### config.mk
export PLATFORM = sky130hd
export DESIGN_NAME = rmq_div_pipe
export DESIGN_NICKNAME = d
export VERILOG_FILES = /design/src/rtl/rmq_div_pipe.sv
export SDC_FILE = /design/constraint.sdc
export NUM_CORES = 2
export LEC_CHECK = 0
export BUFFER_PORTS_ARGS = -buffer_cell sky130_fd_sc_hd__buf_2
export CORE_MARGIN = 4
export CORE_UTILIZATION = 40
export DETAILED_ROUTE_END_ITERATION = 6
export PLACE_DENSITY = 0.52
export SLEW_MARGIN = 5
export SYNTH_ARGS = -nofsm -noshare
export SYNTH_HDL_FRONTEND = slang
export SYNTH_SLANG_ARGS = --single-unit
### constraint.sdc
create_clock -name clock -period 4.9 [get_ports clock]
set_clock_uncertainty 0.2 [all_clocks]
set_input_delay 0.245 -clock clock [delete_from_list [all_inputs] [get_ports clock]]
set_output_delay 0.245 -clock clock [all_outputs]
set_load 0.05 [all_outputs]
### src/rtl/rmq_div_pipe.sv
// Pipelined unsigned restoring divider, one quotient bit per register stage.
// Carries a side vector alongside each item. Depends on nothing.
module rmq_div_pipe #(
   parameter int QW = 31,
   parameter int DW = 17,
   parameter int SW = 1
) (
   input  logic           clock,
   input  logic           reset,
   input  logic           en,
   input  logic           in_valid,
   input  logic [QW-1:0]  in_num,
   input  logic [DW-1:0]  in_den,
   input  logic [SW-1:0]  in_side,
   output logic           out_valid,
   output logic [QW-1:0]  out_quot,
   output logic [SW-1:0]  out_side
);
   logic [DW-1:0] rem_ff  [0:QW-1];
   logic [QW-1:0] dq_ff   [0:QW-1];
   logic [DW-1:0] den_ff  [0:QW-1];
   logic [SW-1:0] side_ff [0:QW-1];
   logic [QW-1:0] vld_ff;

   for (genvar k = 0; k < QW; k++) begin : g_stage
      logic [DW-1:0] rem_cur, den_cur, rem_in;
      logic [QW-1:0] dq_cur, dq_in;
      logic [DW:0]   trial;
      logic [SW-1:0] side_cur;
      logic          vld_cur, ge;

      if (k == 0) begin : g_first
         assign rem_cur  = '0;
         assign dq_cur   = in_num;
         assign den_cur  = in_den;
         assign side_cur = in_side;
         assign vld_cur  = in_valid;
      end else begin : g_next
         assign rem_cur  = rem_ff[k-1];
         assign dq_cur   = dq_ff[k-1];
         assign den_cur  = den_ff[k-1];
         assign side_cur = side_ff[k-1];
         assign vld_cur  = vld_ff[k-1];
      end

      // Shift in one dividend bit and subtract where it fits
      always_comb begin
         trial  = {rem_cur, dq_cur[QW-1]};
         ge     = (trial >= {1'b0, den_cur});
         rem_in = ge ? DW'(trial - {1'b0, den_cur}) : trial[DW-1:0];
         dq_in  = {dq_cur[QW-2:0], ge};
      end

      always_ff @(posedge clock) begin
         if (reset) begin
            vld_ff[k] <= 1'b0;
         end else if (en) begin
            vld_ff[k] <= vld_cur;
         end
      end

      always_ff @(posedge clock) begin
         if (en) begin
            rem_ff[k]  <= rem_in;
            dq_ff[k]   <= dq_in;
            den_ff[k]  <= den_cur;
            side_ff[k] <= side_cur;
         end
      end
   end

   assign out_valid = vld_ff[QW-1];
   assign out_quot  = dq_ff[QW-1];
   assign out_side  = side_ff[QW-1];

endmodule
## Word-level counts from Yosys, hierarchy flattened

Memories as Yosys holds them, arrays and structs flattened.
Cells that the tools add are included.

| word-level totals | value |
|---|---|
| register bits after elaboration | 31 |
| RAM bits | 2046 |
| input port bits | 53 |
| output and inout bits | 33 |
| word-level logic and storage cells | 130 |
| memories | 4 |

Memories:

| memory | words | width | rd ports | clocked after Yosys merged registers in | write ports | line | RTL |
|---|---|---|---|---|---|---|---|
| dq_ff | 31 | 31 | 31 | 0 | 31 | 20 | `logic [QW-1:0] dq_ff [0:QW-1];` |
| den_ff | 31 | 17 | 30 | 0 | 31 | 21 | `logic [DW-1:0] den_ff [0:QW-1];` |
| rem_ff | 31 | 17 | 30 | 0 | 31 | 19 | `logic [DW-1:0] rem_ff [0:QW-1];` |
| side_ff | 31 | 1 | 31 | 0 | 31 | 22 | `logic [SW-1:0] side_ff [0:QW-1];` |

| cells by class | value |
|---|---|
| add/subtract/negate cells | 31 |
| $lt $le $gt $ge | 31 |
| mux-type cells | 33 |

Operators with widths:

| kind | count |
|---|---|
| 18-bit by 17-bit >= comparator with 1-bit output | 30 |
| 17-bit 2-to-1 mux | 31 |
| 17-bit subtractor | 30 |
| 1-bit by 17-bit >= comparator with 1-bit output | 1 |
| 1-bit by 17-bit subtractor with 17-bit output | 1 |
| 1-bit 2-to-1 mux | 2 |

## Depth between registers and ports, before layout

An unclocked memory read counts as a cell.

| logic depth | value |
|---|---|
| depth in word-level cells | 3 |
| depth in mapped cells | 15 |
| depth with buffers taken out | 13 |

## Worst setup path before layout

OpenSTA, ideal clock, no wires.

| timing | value |
|---|---|
| kind | register to register |
| from | mem dq_ff[15][30] (netlist: dq_ff[0][495]) |
| to | mem rem_ff[16][10] (netlist: rem_ff[1][10]), data pin |
| library setup time | 0.260 ns |
| arrival | 3.373 ns |
| data required time | 4.440 ns |
| slack | 1.067 ns |
| stages on the path, launching flop included | 15 |
| buffers on the path | 1 |
| clock period less this slack | 3.833 ns |
| cells stage by stage | edfxtp_1 inv_1 ha_1 inv_1 fa_1 a21o_1 a21oi_2 nand2b_1 a21oi_1 and4_4 a2111oi_4 a211oi_2 a2111oi_4 buf_6 mux2_4 |

RTL lines:

| item | line |
|---|---|
| from (decl) | 20 |
| to (decl) | 19 |

==> impl_results.md <==
* Vias at ~50000
* Initial Util at approximately two fifths
* Synth area leader: edfxtp_1
* 1st-pass router iterations at 5
* Number of synthesized flops with an enable pin at roughly 2000
* Clock latency on the worst-skew pair at approximately 0.84 ns
* Average size of a mapped cell at about 14 µm²
* Fin util at between 40 and 50%
* Vias in the first global route at 49600
* Min cycle time layout at about 4 ns
* Synth async-reset ratio at 0%
* Top-count cell post-synth: edfxtp_1
* RSZ-0062 raised after global routing: no
* Worst VDD drop at 361 µV
* Pre-CTS setup slack at 0.868 ns
* Placed inst area at 94900 µm²
* Flop2flop setup slack at about 0.85 ns
* Chip Width at 483 µm
* CTS tree: built
* Yosys reg bits at ~2000
* Yosys top cell area share at between 60% and 70%
* Family with the most delay on the worst path: compound AO/OA/AOI/OAI gates
* Max Slew Vio Count at 0
* Final Instance Area at approximately 100000 µm²
* Critical Path End Type: flop
* Max cap viols at 0
* Critical path depth at 12
* DR WL/cell at around 17 µm
* Iter 0 DRT Violations at 3044
* Clock Sinks at between 2000 and 2500
* Worst EP arrival at roughly 4.4 ns
* Power Density at ~610 nW/µm²
* Slew HR at a little under a quarter
* Filler instances at slightly below 20000
* Max Fclk at around 0.25 GHz
* Synthesized cell area at approximately 90000 µm²
* Main synth FF type: edfxtp_1
* Core Area at roughly 220000 µm²
* Num CTS Buffers at about 220
* Worst-Margin Slew at approximately 1.2 ns
* Nets at 7331
* Worst Setup EP: rem_ff[0][54]
* Status: finished clean
* Synth unique cells at 78
* P_leak at between 30 and 40 nW
* Worst setup path class: flop to flop
* Initial antenna violation count at 3
* Min-Delay Path Class: input pin to flop
* Worst Path Required at ~5.3 ns
* Clock transition at the registers of the reported paths at roughly 0.06 ns
* Overflow after GRT at 0
* Area contributors post-synth: edfxtp_1 (67%), ha_1 (7.1%), inv_1 (2.7%)
* Clock Tree Root: clkbuf_16
* Capturing point of the worst reg2reg path: rem_ff[0][54]
* I/O Buffers at 85
* DRC errors left at 0
* Fin cells at between 9000 and 10000
* Reg2Reg Depth at 12
* Crit. Startpoint: dq_ff[0][92]
* GRT Resource Usage Total at 14.0%
* Vias/cell at 4.93
* Maximum clock insertion buffer count at 3
* Element type at the critical path start: flop
* H-tree Lvls at 4
* Hpwl dp at 113000 µm
* Share of layout cells above drive strength 1 at 10.6%
* Power consumption at about 63 mW
* Slowest-stage cell, CP: a21oi_2
* Cells after Synth at roughly 6400
* Setup bufs post-CTS at 0
* Routability Congestion at approximately 0.84
* Register area share after synthesis at about 68%
* Largest net degree at the start of global routing at 136
* Cell Chain, Critical Path: inv_1 > ha_1 > inv_1 > fa_1 > a21o_1 > a21oi_1 > o21bai_1 > a21oi_1 > o21ai_0 > a21oi_2 > buf_4 > mux2_2
* Syn Nets at slightly below 7000
* Setup tns final at 0 ns
* Total Wirelength at about 170000 µm
* Inst Count DP at between 9000 and 10000
* Crit path max fanout at 18
* Crit path buf inv count at 3
* Area growth syn-to-layout at 14.2%
* Final WS setup at around 0.85 ns
* Final period util at between 80% and 90%
* ANT nets after route at 0
* Post-synth top cells: edfxtp_1 (2012), inv_1 (642), ha_1 (512)
* Final-report hold violation count at 0
* Startpoint of the worst-slack reg-to-reg timing path: dq_ff[0][92]
* Site row count at 174
* CP max stage delay at approximately 0.48 ns
* First-pass GRT wire length at around 270000 µm
* Yosys warnings at 0
* Die Span Y at 483 µm
* Setup Viol. Count Final at 0
* WHS Path Cells at 4
* Worst hold slack at roughly 0.11 ns
* Ports at 86
* DIE AREA at between 200000 and 250000 µm²
per-layer routing:
layer	share of wire, %	global-route usage (%)	up-vias
li1	-	-	24300
met5	0	0	-
met4	2.9	4.49	0
met2	47	23.3	663
met1	47	18.9	23600
met3	3.3	2.35	319
worst register-to-register path: stages (launching register included):
cell and delay (ns):
edfxtp_1 0.40, inv_1 0.07, ha_1 0.15, inv_1 0.05
fa_1 0.40, a21o_1 0.18, a21oi_1 0.24, o21bai_1 0.09
a21oi_1 0.46, o21ai_0 0.38, a21oi_2 0.48, buf_4 0.30
mux2_2 0.38
where the power goes:
group / switching (mW) / internal, mW / total (mW)
combinational: 11.3 / 9.49 / 20.8
sequential: 1.98 / 23.9 / 25.9
clock: 6.81 / 9.59 / 16.4
total: 20.1 / 43.0 / 63.1
logic make-up (layout without fill, tap and decap cells):
group                      after synthesis  after routing  share of synthesized area [%]
DFF                                   2043           2043                           67.5
AOI/OAI and AO/OA                     1349           1349                           9.24
and+or+nand+nor                       1022           1022                           5.28
buffers and inverters                  765           1321                           3.32
adders and majority gates              541            541                           7.73
xor gates and xnor gates               403            403                           3.91
muxes                                  243            243                           3.00
other                                    0              2                              0
layout by cell type (no fill, tap or decap), types with 25 or more instances in the layout:
cell	instances
a21oi_1	405
nor3_1	59
dlygate4sd3_1	102
clkbuf_1	49
o21ai_0	364
dfxtp_1	31
ha_1	512
a211oi_1	40
clkinv_2	41
buf_2	84
clkbuf_16	222
mux2_2	192
mux2i_1	43
o21bai_1	70
buf_4	64
or3_1	31
clkinv_1	49
or2_2	25
nand2b_1	50
edfxtp_1	2012
xor2_1	152
nor2b_1	41
inv_1	642
fa_1	29
nand2_1	358
xnor2_1	251
nand4_1	66
nor2_1	261
a31oi_1	42
a21o_1	193
o21a_1	55
nand3_1	58
final cells by class:
class	instances	area, µm²	area share, %
diodes	2	5.00	0.00485
clock buffers	274	5770	5.59
clock inverters	135	1500	1.45
inverters	643	2410	2.34
multi-input cells	3558	26400	25.6
flip-flops and latches	2043	61000	59.1
well taps	2992	3740	3.63
repair buffers	269	2300	2.23
timing repair:
action	4_1_cts	5_1_grt
resized for setup	0	0
hold buffers	102	0
endpoints found under the hold margin	188	0
sequential cells by signal, summed over array words and instances (netlist names):
name and flops:
den_ff 510, dq_ff 961, g_stage.vld_cur 30, out_valid 1
rem_ff 510, side_ff 31
how the worst min path moves through the flow:
stage,from,slack (ns),endpoint
3_3_place_gp,dq_ff[1][24],0.20,dq_ff[1][56]
4_1_cts,in_num[30],0.02,rem_ff[0][0]
6_report,in_num[30],0.11,rem_ff[0][0]
2_1_floorplan,reset,0.12,g_stage[27].vld_cur
3_5_place_dp,dq_ff[0][68],0.20,dq_ff[0][100]
5_1_grt,in_num[30],0.1,rem_ff[0][0]
Power figures use the tool's default switching activity.
