$ cat config.mk
export PLATFORM = sky130hd
export DESIGN_NAME = rmq_sqrt_pipe
export DESIGN_NICKNAME = d
export VERILOG_FILES = /design/src/rtl/rmq_sqrt_pipe.sv
export SDC_FILE = /design/constraint.sdc
export NUM_CORES = 1
export LEC_CHECK = 0
export CORE_MARGIN = 2
export CORE_UTILIZATION = 45
export CTS_BUF_LIST = sky130_fd_sc_hd__clkbuf_8
export DETAILED_ROUTE_END_ITERATION = 6
export DONT_BUFFER_PORTS = 1
export MAX_ROUTING_LAYER = met4
export PLACE_DENSITY_LB_ADDON = 0.25
export SETUP_SLACK_MARGIN = 0.15
export SYNTH_ARGS = -nofsm -noshare
export SYNTH_HDL_FRONTEND = slang
export SYNTH_SLANG_ARGS = --single-unit
$ cat constraint.sdc
create_clock -name clock -period 5.8 [get_ports clock]
set_input_delay 0.58 -clock clock [delete_from_list [all_inputs] [get_ports clock]]
set_output_delay 0.58 -clock clock [all_outputs]
set_load 0.01 [all_outputs]
$ cat src/rtl/rmq_sqrt_pipe.sv
// Pipelined integer square root, one result bit per register stage.
// Carries a side vector alongside each item. Depends on nothing.
module rmq_sqrt_pipe #(
   parameter int W  = 32,
   parameter int SW = 8
) (
   input  logic            clock,
   input  logic            reset,
   input  logic            en,
   input  logic            in_valid,
   input  logic [W-1:0]    in_rad,
   input  logic [SW-1:0]   in_side,
   output logic            out_valid,
   output logic [W/2-1:0]  out_root,
   output logic [SW-1:0]   out_side
);
   localparam int N = W / 2;

   logic [W:0]    x_ff    [0:N-1];
   logic [W:0]    res_ff  [0:N-1];
   logic [SW-1:0] side_ff [0:N-1];
   logic [N-1:0]  vld_ff;

   for (genvar k = 0; k < N; k++) begin : g_stage
      localparam logic [W:0] BIT_K = {{W{1'b0}}, 1'b1} << (W - 2 - 2 * k);
      logic [W:0]    x_cur, res_cur, x_in, res_in, trial;
      logic [SW-1:0] side_cur;
      logic          vld_cur;

      if (k == 0) begin : g_first
         assign x_cur    = {1'b0, in_rad};
         assign res_cur  = '0;
         assign side_cur = in_side;
         assign vld_cur  = in_valid;
      end else begin : g_next
         assign x_cur    = x_ff[k-1];
         assign res_cur  = res_ff[k-1];
         assign side_cur = side_ff[k-1];
         assign vld_cur  = vld_ff[k-1];
      end

      // Try the next bit of the root
      always_comb begin
         trial = res_cur + BIT_K;
         if (x_cur >= trial) begin
            x_in   = x_cur - trial;
            res_in = (res_cur >> 1) + BIT_K;
         end else begin
            x_in   = x_cur;
            res_in = res_cur >> 1;
         end
      end

      always_ff @(posedge clock) begin
         if (reset) begin
            vld_ff[k] <= 1'b0;
         end else if (en) begin
            vld_ff[k] <= vld_cur;
         end
      end

      always_ff @(posedge clock) begin
         if (en) begin
            x_ff[k]    <= x_in;
            res_ff[k]  <= res_in;
            side_ff[k] <= side_cur;
         end
      end
   end

   assign out_valid = vld_ff[N-1];
   assign out_root  = res_ff[N-1][N-1:0];
   assign out_side  = side_ff[N-1];

endmodule

### Word level (Yosys, flattened, before mapping)

Memory sizes are Yosys's and may differ from the RTL's.
Cells that the tools add are included.

* flip-flop bits (word level): 16
* memory bits (writable): 1184
* input bits: 44
* output and inout bits: 25
* word-level logic and storage cells: 115
* memories kept: 3

* $add $sub $neg: 46
* magnitude comparators: 16
* mux-type cells: 34

Memories
* res_ff: depth 16, bits a word 33, read ports 16, clocked after Yosys merged registers in 0, wr ports 16, line 20 `logic [W:0] res_ff [0:N-1];`
* x_ff: depth 16, bits a word 33, read ports 15, clocked after Yosys merged registers in 0, wr ports 16, line 19 `logic [W:0] x_ff [0:N-1];`
* side_ff: depth 16, bits a word 8, read ports 16, clocked after Yosys merged registers in 0, wr ports 16, line 21 `logic [SW-1:0] side_ff [0:N-1];`

Operators by type and width (count)
* 33-bit 2-to-1 mux: 31
* 33-bit >= comparator: 15
* 33-bit subtractor: 15
* 32-bit by 1-bit adder with 33-bit output, second input constant: 1
* 32-bit by 11-bit adder with 33-bit output, second input constant: 1
* 32-bit by 13-bit adder with 33-bit output, second input constant: 1
* 32-bit by 15-bit adder with 33-bit output, second input constant: 1
* 32-bit by 17-bit adder with 33-bit output, second input constant: 1
* 32-bit by 19-bit adder with 33-bit output, second input constant: 1
* 32-bit by 21-bit adder with 33-bit output, second input constant: 1
* 32-bit by 23-bit adder with 33-bit output, second input constant: 1
* 32-bit by 25-bit adder with 33-bit output, second input constant: 1
* 32-bit by 27-bit adder with 33-bit output, second input constant: 1
* 32-bit by 29-bit adder with 33-bit output, second input constant: 1
* 32-bit by 3-bit adder with 33-bit output, second input constant: 1
* 32-bit by 5-bit adder with 33-bit output, second input constant: 1
* 32-bit by 7-bit adder with 33-bit output, second input constant: 1
* 32-bit by 9-bit adder with 33-bit output, second input constant: 1
* 33-bit by 1-bit adder with 33-bit output, second input constant: 1
* 33-bit by 11-bit adder with 33-bit output, second input constant: 1
* 33-bit by 13-bit adder with 33-bit output, second input constant: 1
* 33-bit by 15-bit adder with 33-bit output, second input constant: 1
* 33-bit by 17-bit adder with 33-bit output, second input constant: 1
* 33-bit by 19-bit adder with 33-bit output, second input constant: 1
* 13 further kinds: 14

### Logic depth before layout (Yosys ltp)

Gate-level depths: netlist of run 1.
An unclocked memory read counts as a cell.

* depth in word-level cells: 4
* mapped depth: 12
* mapped depth without buffers: 11

### Worst setup path after synthesis of run 1

Ideal clock, no wire load.

* path kind: register -> register
* from: memory x_ff[1][114] (netlist bit)
* to: memory x_ff[1][152] (netlist bit), data pin
* library setup time: 0.268 ns
* arrival: 2.710 ns
* required time: 5.532 ns
* slack: 2.822 ns
* stages on the path, launching flop included: 10
* path buffers: 1
* clock period less this slack: 2.978 ns
* cell sequence: edfxtp_1 ha_1 nand3_1 or4_1 or4_1 and4b_1 a21boi_4 buf_2 o41ai_1 o21ai_1

RTL lines (line)
* start, declared: 19

==> flow_summary.ini, run 1 <==
[route]
drc = 0
dr.pass1.iters = 5
drt-initial-drc-count = 1208
vias = 19500
drt-wirelength-per-cell_um = 17.3
vias_per_cell = 5.30
ant_nets = 0
wirelength_mm = 63.7

[worst_setup_path]
arrival_ns = 4.15
required_ns = 6.30
start_kind = flip-flop
critPathBufInv = 1
cpMaxStageDelayCell = a221oi_1
crit_fanout = 24
ff2ff_setup_slack_ns = 2.14
crit_path_cell_trace = ha_1 -> a21oi_1 -> a221oi_1 -> a221oi_1 -> a21oi_1 -> a2111oi_4 -> buf_4 -> or3_1 -> nor3_1 -> xor2_1
path_class = reg2reg
crit_family = compound AO/OA/AOI/OAI gates
slowest_delay_ns = 0.58
cp-end-kind = flip-flop

[cts]
cts_made_buffers = 134
clk_latency_ns = 0.79
cts_tree = done
htree_levels = 4
cts_resized = 0
root_buffer = clkbuf_8
postCtsSetupBuffers = 0
cts.path.max_buffers = 3
cts.hold.buffers_added = 44
cts_sinks = 775
clk_pin_slew_worst_paths_ns = 0.06

[sta]
slew-limit-headroom_pct = -136
period_minus_slack_ns = 3.66
final.setup.tns_ns = 0
slew_violations = 598
post-route-period-util_pct = 63.1
setup_violations = 0
hold_viol_final = 0
fin_skew_ns = 0.0311
setup_slack_ns = 2.14
worst_slew_pin_slew_ns = 3.53
fmax_mhz = 273
rsz0062_at_grt = false

[floorplan]
start_util_pct = 45.6
ios = 69
die_h_um = 279
fp.dieArea_um2 = 78100
rows = 100
die_w_um = 279
core_area_um2 = 74800

[logic_synthesis]
synth_compound_area_share_pct = 7.33
synth_simple_gate_area_share_pct = 10.3
syn_inst = 2468
yosys_warnings = 0
synth_xor_area_share_pct = 5.49
synth-edff-count = 759
async_reset_ff_share_pct = 0
postSynthAreaPerCell_um2 = 13.8
synth_top_cell_by_area = edfxtp_1
yosysSeqAreaShare_pct = 67.7
yosys.area_share.adder_pct = 5.50
synth_area_leaders = edfxtp_1 (67%), ha_1 (5.5%), xor2_1 (3.1%)
yosys-mux-area-fraction_pct = 1.30
synth.ff_latch_count = 775
ys.flop_type = edfxtp_1
syn_nets = 2662
syn_area_um2 = 34100
yosysTopAreaCellShare_pct = 66.8
synthDistinctLibCells = 74
synth_top_family_by_area = simple AND/OR/NAND/NOR gates

[placed_design]
port_buffers = 0
dp_hpwl_mm = 42.9
postPlaceCellArea_um2 = 35200
dp_slack_ns = 2.18
gp_congestion = 0.948
dp.cells = 3403

[final_layout]
drive_above_1_share_pct = 7.86
final_common_cell = edfxtp_1
final_area_um2 = 38200
utilization_pct = 51.1
final_cell_count_no_fill = 3682
fill_cells = 6233
layout.nets = 2809
syn_to_final_growth_pct = 11.9
final_cell_mix = edfxtp_1 (759), inv_1 (211), nand2_1 (153)

[global_route]
grt_util_all_layers_pct = 17.1
grt-ovfl-total = 0
antenna_found_initial = 1
grt_pass1_wl_mm = 102
grt_max_degree = 743
first_global_vias = 20300

[power]
power_density_nw_per_um2 = 356
vdd_drop_max_v = 0.000210
p_leak_nw = 14.2

[hold_path]
hold_class = in2reg

[job]
cap_violations = 0

[outcome]
violations = slew limit
status = finished with violations
[synth_stat cells, types with 5 or more instances]
library cell	instances
and3_1	8
o21a_1	37
o31ai_1	15
nand3b_1	8
a21oi_1	101
o21ai_0	132
a31oi_1	8
nor4_1	73
o31a_1	6
nand4b_1	5
nand2_1	153
inv_1	175
o211ai_1	9
nor4b_1	14
a21boi_0	6
mux2i_1	24
edfxtp_1	759
or2_2	7
and2_1	5
nand3_1	31
xnor2_1	95
a221oi_1	5
xor2_1	119
or3_1	21
nor3b_1	6
mux2_2	18
or4_1	15
nor2_1	142
nand4_1	27
ha_1	150
clkbuf_1	25
dfxtp_1	16
nor2b_1	21
a21o_1	29
buf_2	9
nor3_1	73
a211oi_1	11
nand2b_1	41
buf_1	6
[final cells by class]
class                   instances  area [µm²]  area share [%]
flip-flops and latches        775       23100            60.5
multi-input cells            1477       10200            26.7
clock buffers                 139        1910            5.01
well taps                     969        1210            3.17
inverters                     176         662            1.73
clock inverters                93         589            1.54
repair buffers                 51         505            1.32
diodes                          2        5.00          0.0131
[cell families after synthesis]
group / count (synthesis)
flops: 775
simple gates: 671
compound gates: 400
buf+inv: 216
xor+xnor: 214
fa+ha+maj: 150
mux: 42
[final timing paths]
kind                             from                        end  cells after the start
max             x_ff[1][49]$_DFFE_PP_      x_ff[1][95]$_DFFE_PP_                     10
min                        in_rad[28]  x_ff[0][32]$_SDFFCE_PP0P_                      3
max reg2reg     x_ff[1][49]$_DFFE_PP_      x_ff[1][95]$_DFFE_PP_                     10
min reg2reg  side_ff[0][50]$_DFFE_PP_   side_ff[0][58]$_DFFE_PP_                      0
[stage by stage]
| step | hold slack, ns | total power, mW |
|---|---|---|
| 2_1_floorplan | 0.400 | 8.54 |
| 3_3_place_gp | 0.400 | 8.99 |
| 3_5_place_dp | 0.405 | 9.05 |
| 4_1_cts | 0.0170 | 13.8 |
| 5_1_grt | 0.0142 | 14.3 |
| 6_report | 0.109 | 13.6 |
[report_power, final]
part	internal [mW]	switching [mW]	total, mW
Combinational	0.754	0.950	1.70
Sequential	6.90	0.391	7.30
Clock	2.37	2.25	4.62
[per-layer routing]
metal / wire [µm] / share of wire (%) / vias to the layer above / GRT usage [%]
li1: - / - / 9551 / -
met1: 23300 / 36 / 9359 / 16.6
met2: 35800 / 56 / 444 / 32.3
met3: 2330 / 3.7 / 172 / 3.35
met4: 2320 / 3.6 / 0 / 8.06
met5: 0 / 0 / - / -
[worst register-to-register path: stages (launching register included)]
cell and delay [ns]:
edfxtp_1 0.41, ha_1 0.40, a21oi_1 0.37, a221oi_1 0.16
a221oi_1 0.58, a21oi_1 0.28, a2111oi_4 0.42, buf_4 0.33
or3_1 0.20, nor3_1 0.08, xor2_1 0.18
[registers in the layout, indices dropped and copies added (netlist names)]
name and count:
g_stage.vld_cur 15, out_valid 1, res_ff 136, side_ff 128
x_ff 495
Power figures use the tool's default switching activity.
==> run 2, diff against run 1 <==
==> constraint.sdc (replaced) <==
create_clock -name clock -period 3.1 [get_ports clock]
set_input_delay 0.31 -clock clock [delete_from_list [all_inputs] [get_ports clock]]
set_output_delay 0.31 -clock clock [all_outputs]
set_load 0.01 [all_outputs]
==> flow_summary.ini, run 2 (synthesis gave the netlist of run 1 again) <==
[final_layout]
largest-register = x_ff
final_common_cell = edfxtp_1
drive_above_1_share_pct = 13.6
syn_to_final_growth_pct = 16.2
layout.nets = 2913
largest_reg_flops = 495
utilization_pct = 53.0
final_cell_mix = edfxtp_1 (759), inv_1 (210), nand2_1 (151)
top_regs = x_ff (495), res_ff (136), side_ff (128)

[worst_setup_path]
required_ns = 2.29
cp-end-kind = flip-flop
start_kind = input pin
arrival_ns = 2.46
path_class = in2reg
crit_fanout = 679
ff2ff_setup_slack_ns = 0.05

[global_route]
antenna_found_initial = 1
grt_util_all_layers_pct = 17.2
grt_max_degree = 776
grt-ovfl-total = 0
first_global_vias = 20700
grt_pass1_wl_mm = 103

[route]
ant_nets = 0
met1_length_mm = 23.5
route.met3.wl_mm = 2.01
drt-wirelength-per-cell_um = 17.0
dr.pass1.iters = 5
wirelength_mm = 64.4
vias_per_cell = 5.26
highest_layer = met4
drt-initial-drc-count = 1033
vias = 19900
drc = 0
met2_length_mm = 35.8

[placed_design]
dp_hpwl_mm = 42.8
port_buffers = 0
gp_congestion = 0.876

[sta]
period_minus_slack_ns = 3.27
rsz0062_at_grt = true
final.setup.tns_ns = -12.35
worst_slew_pin_slew_ns = 4.55
fin_skew_ns = 0.0398
slew_violations = 642
hold_slack_ns = 0.147
setup_slack_ns = -0.174
setup_violations = 173
hold_viol_final = 0
fmax_mhz = 305
slew-limit-headroom_pct = -203
post-route-period-util_pct = 106

[outcome]
violations = slew limit, setup timing
status = finished with violations

[floorplan]
ios = 69
fp.dieArea_um2 = 78100
rows = 100
start_util_pct = 45.6
core_area_um2 = 74800
die_w_um = 279
die_h_um = 279

[cts]
root_buffer = clkbuf_8
cts_made_buffers = 134
clk_pin_slew_worst_paths_ns = 0.07
htree_levels = 4
cts.path.max_buffers = 3
cts_sinks = 775
clk_latency_ns = 0.79
cts_tree = done

[power]
vdd_drop_max_v = 0.000534
total_power_mw = 26.0
power_density_nw_per_um2 = 656
p_leak_nw = 14.8

[job]
cap_violations = 0

[hold_path]
hold_class = in2reg
==> run 2: worst paths after layout <==
path / startpoint / end / cells after the start
worst min-delay path: in_side[4] / side_ff[0][4]$_DFFE_PP_ / 1
worst max-delay path: en / x_ff[1][178]$_DFFE_PP_ / 0
worst min register to register: side_ff[1][49]$_DFFE_PP_ / side_ff[1][57]$_DFFE_PP_ / 0
worst max register to register: x_ff[1][108]$_DFFE_PP_ / x_ff[1][155]$_DFFE_PP_ / 11
==> run 2: final cells by class <==
cell class	instances	area (µm²)
clock buffer	137	1890
clock inverter	99	647
antenna	1	2.50
fill	6155	35100
multi-input combinational	1477	10800
inverter	176	663
timing repair buffer	155	1380
sequential	775	23100
tap	969	1210
==> run 2: power by group <==
group / total (mW) / switching (mW) / internal [mW]
Combinational: 3.57 / 1.92 / 1.65
Sequential: 13.6 / 0.718 / 12.9
Clock: 8.82 / 4.33 / 4.49
==> run 2: metrics by stage <==
step | std cells | worst slack (ns) | area (µm²)
after floorplan | 2468 | 0.159 | 34200
after global placement | 3475 | -0.0998 | 35800
after detailed placement | 3475 | -0.107 | 35800
after CTS | 3773 | 0.0174 | 39100
after global routing | 3789 | -0.0376 | 39700
final | 3789 | -0.174 | 39700
==> run 2: routing by layer <==
layer	vias to the layer above	GRT usage, %
met5	-	-
met4	0	9.30
met3	192	3.53
met2	366	32.2
met1	9615	16.3
li1	9765	-
==> run 2: timing repair <==
item                       in CTS  in global routing
gates cloned                    0                  1
pin swaps                      15                 32
setup buffers                   3                 12
hold buffers                   59                  2
resized for setup              35                 78
setup endpoints to repair      71                118
hold endpoints to repair      817                 97
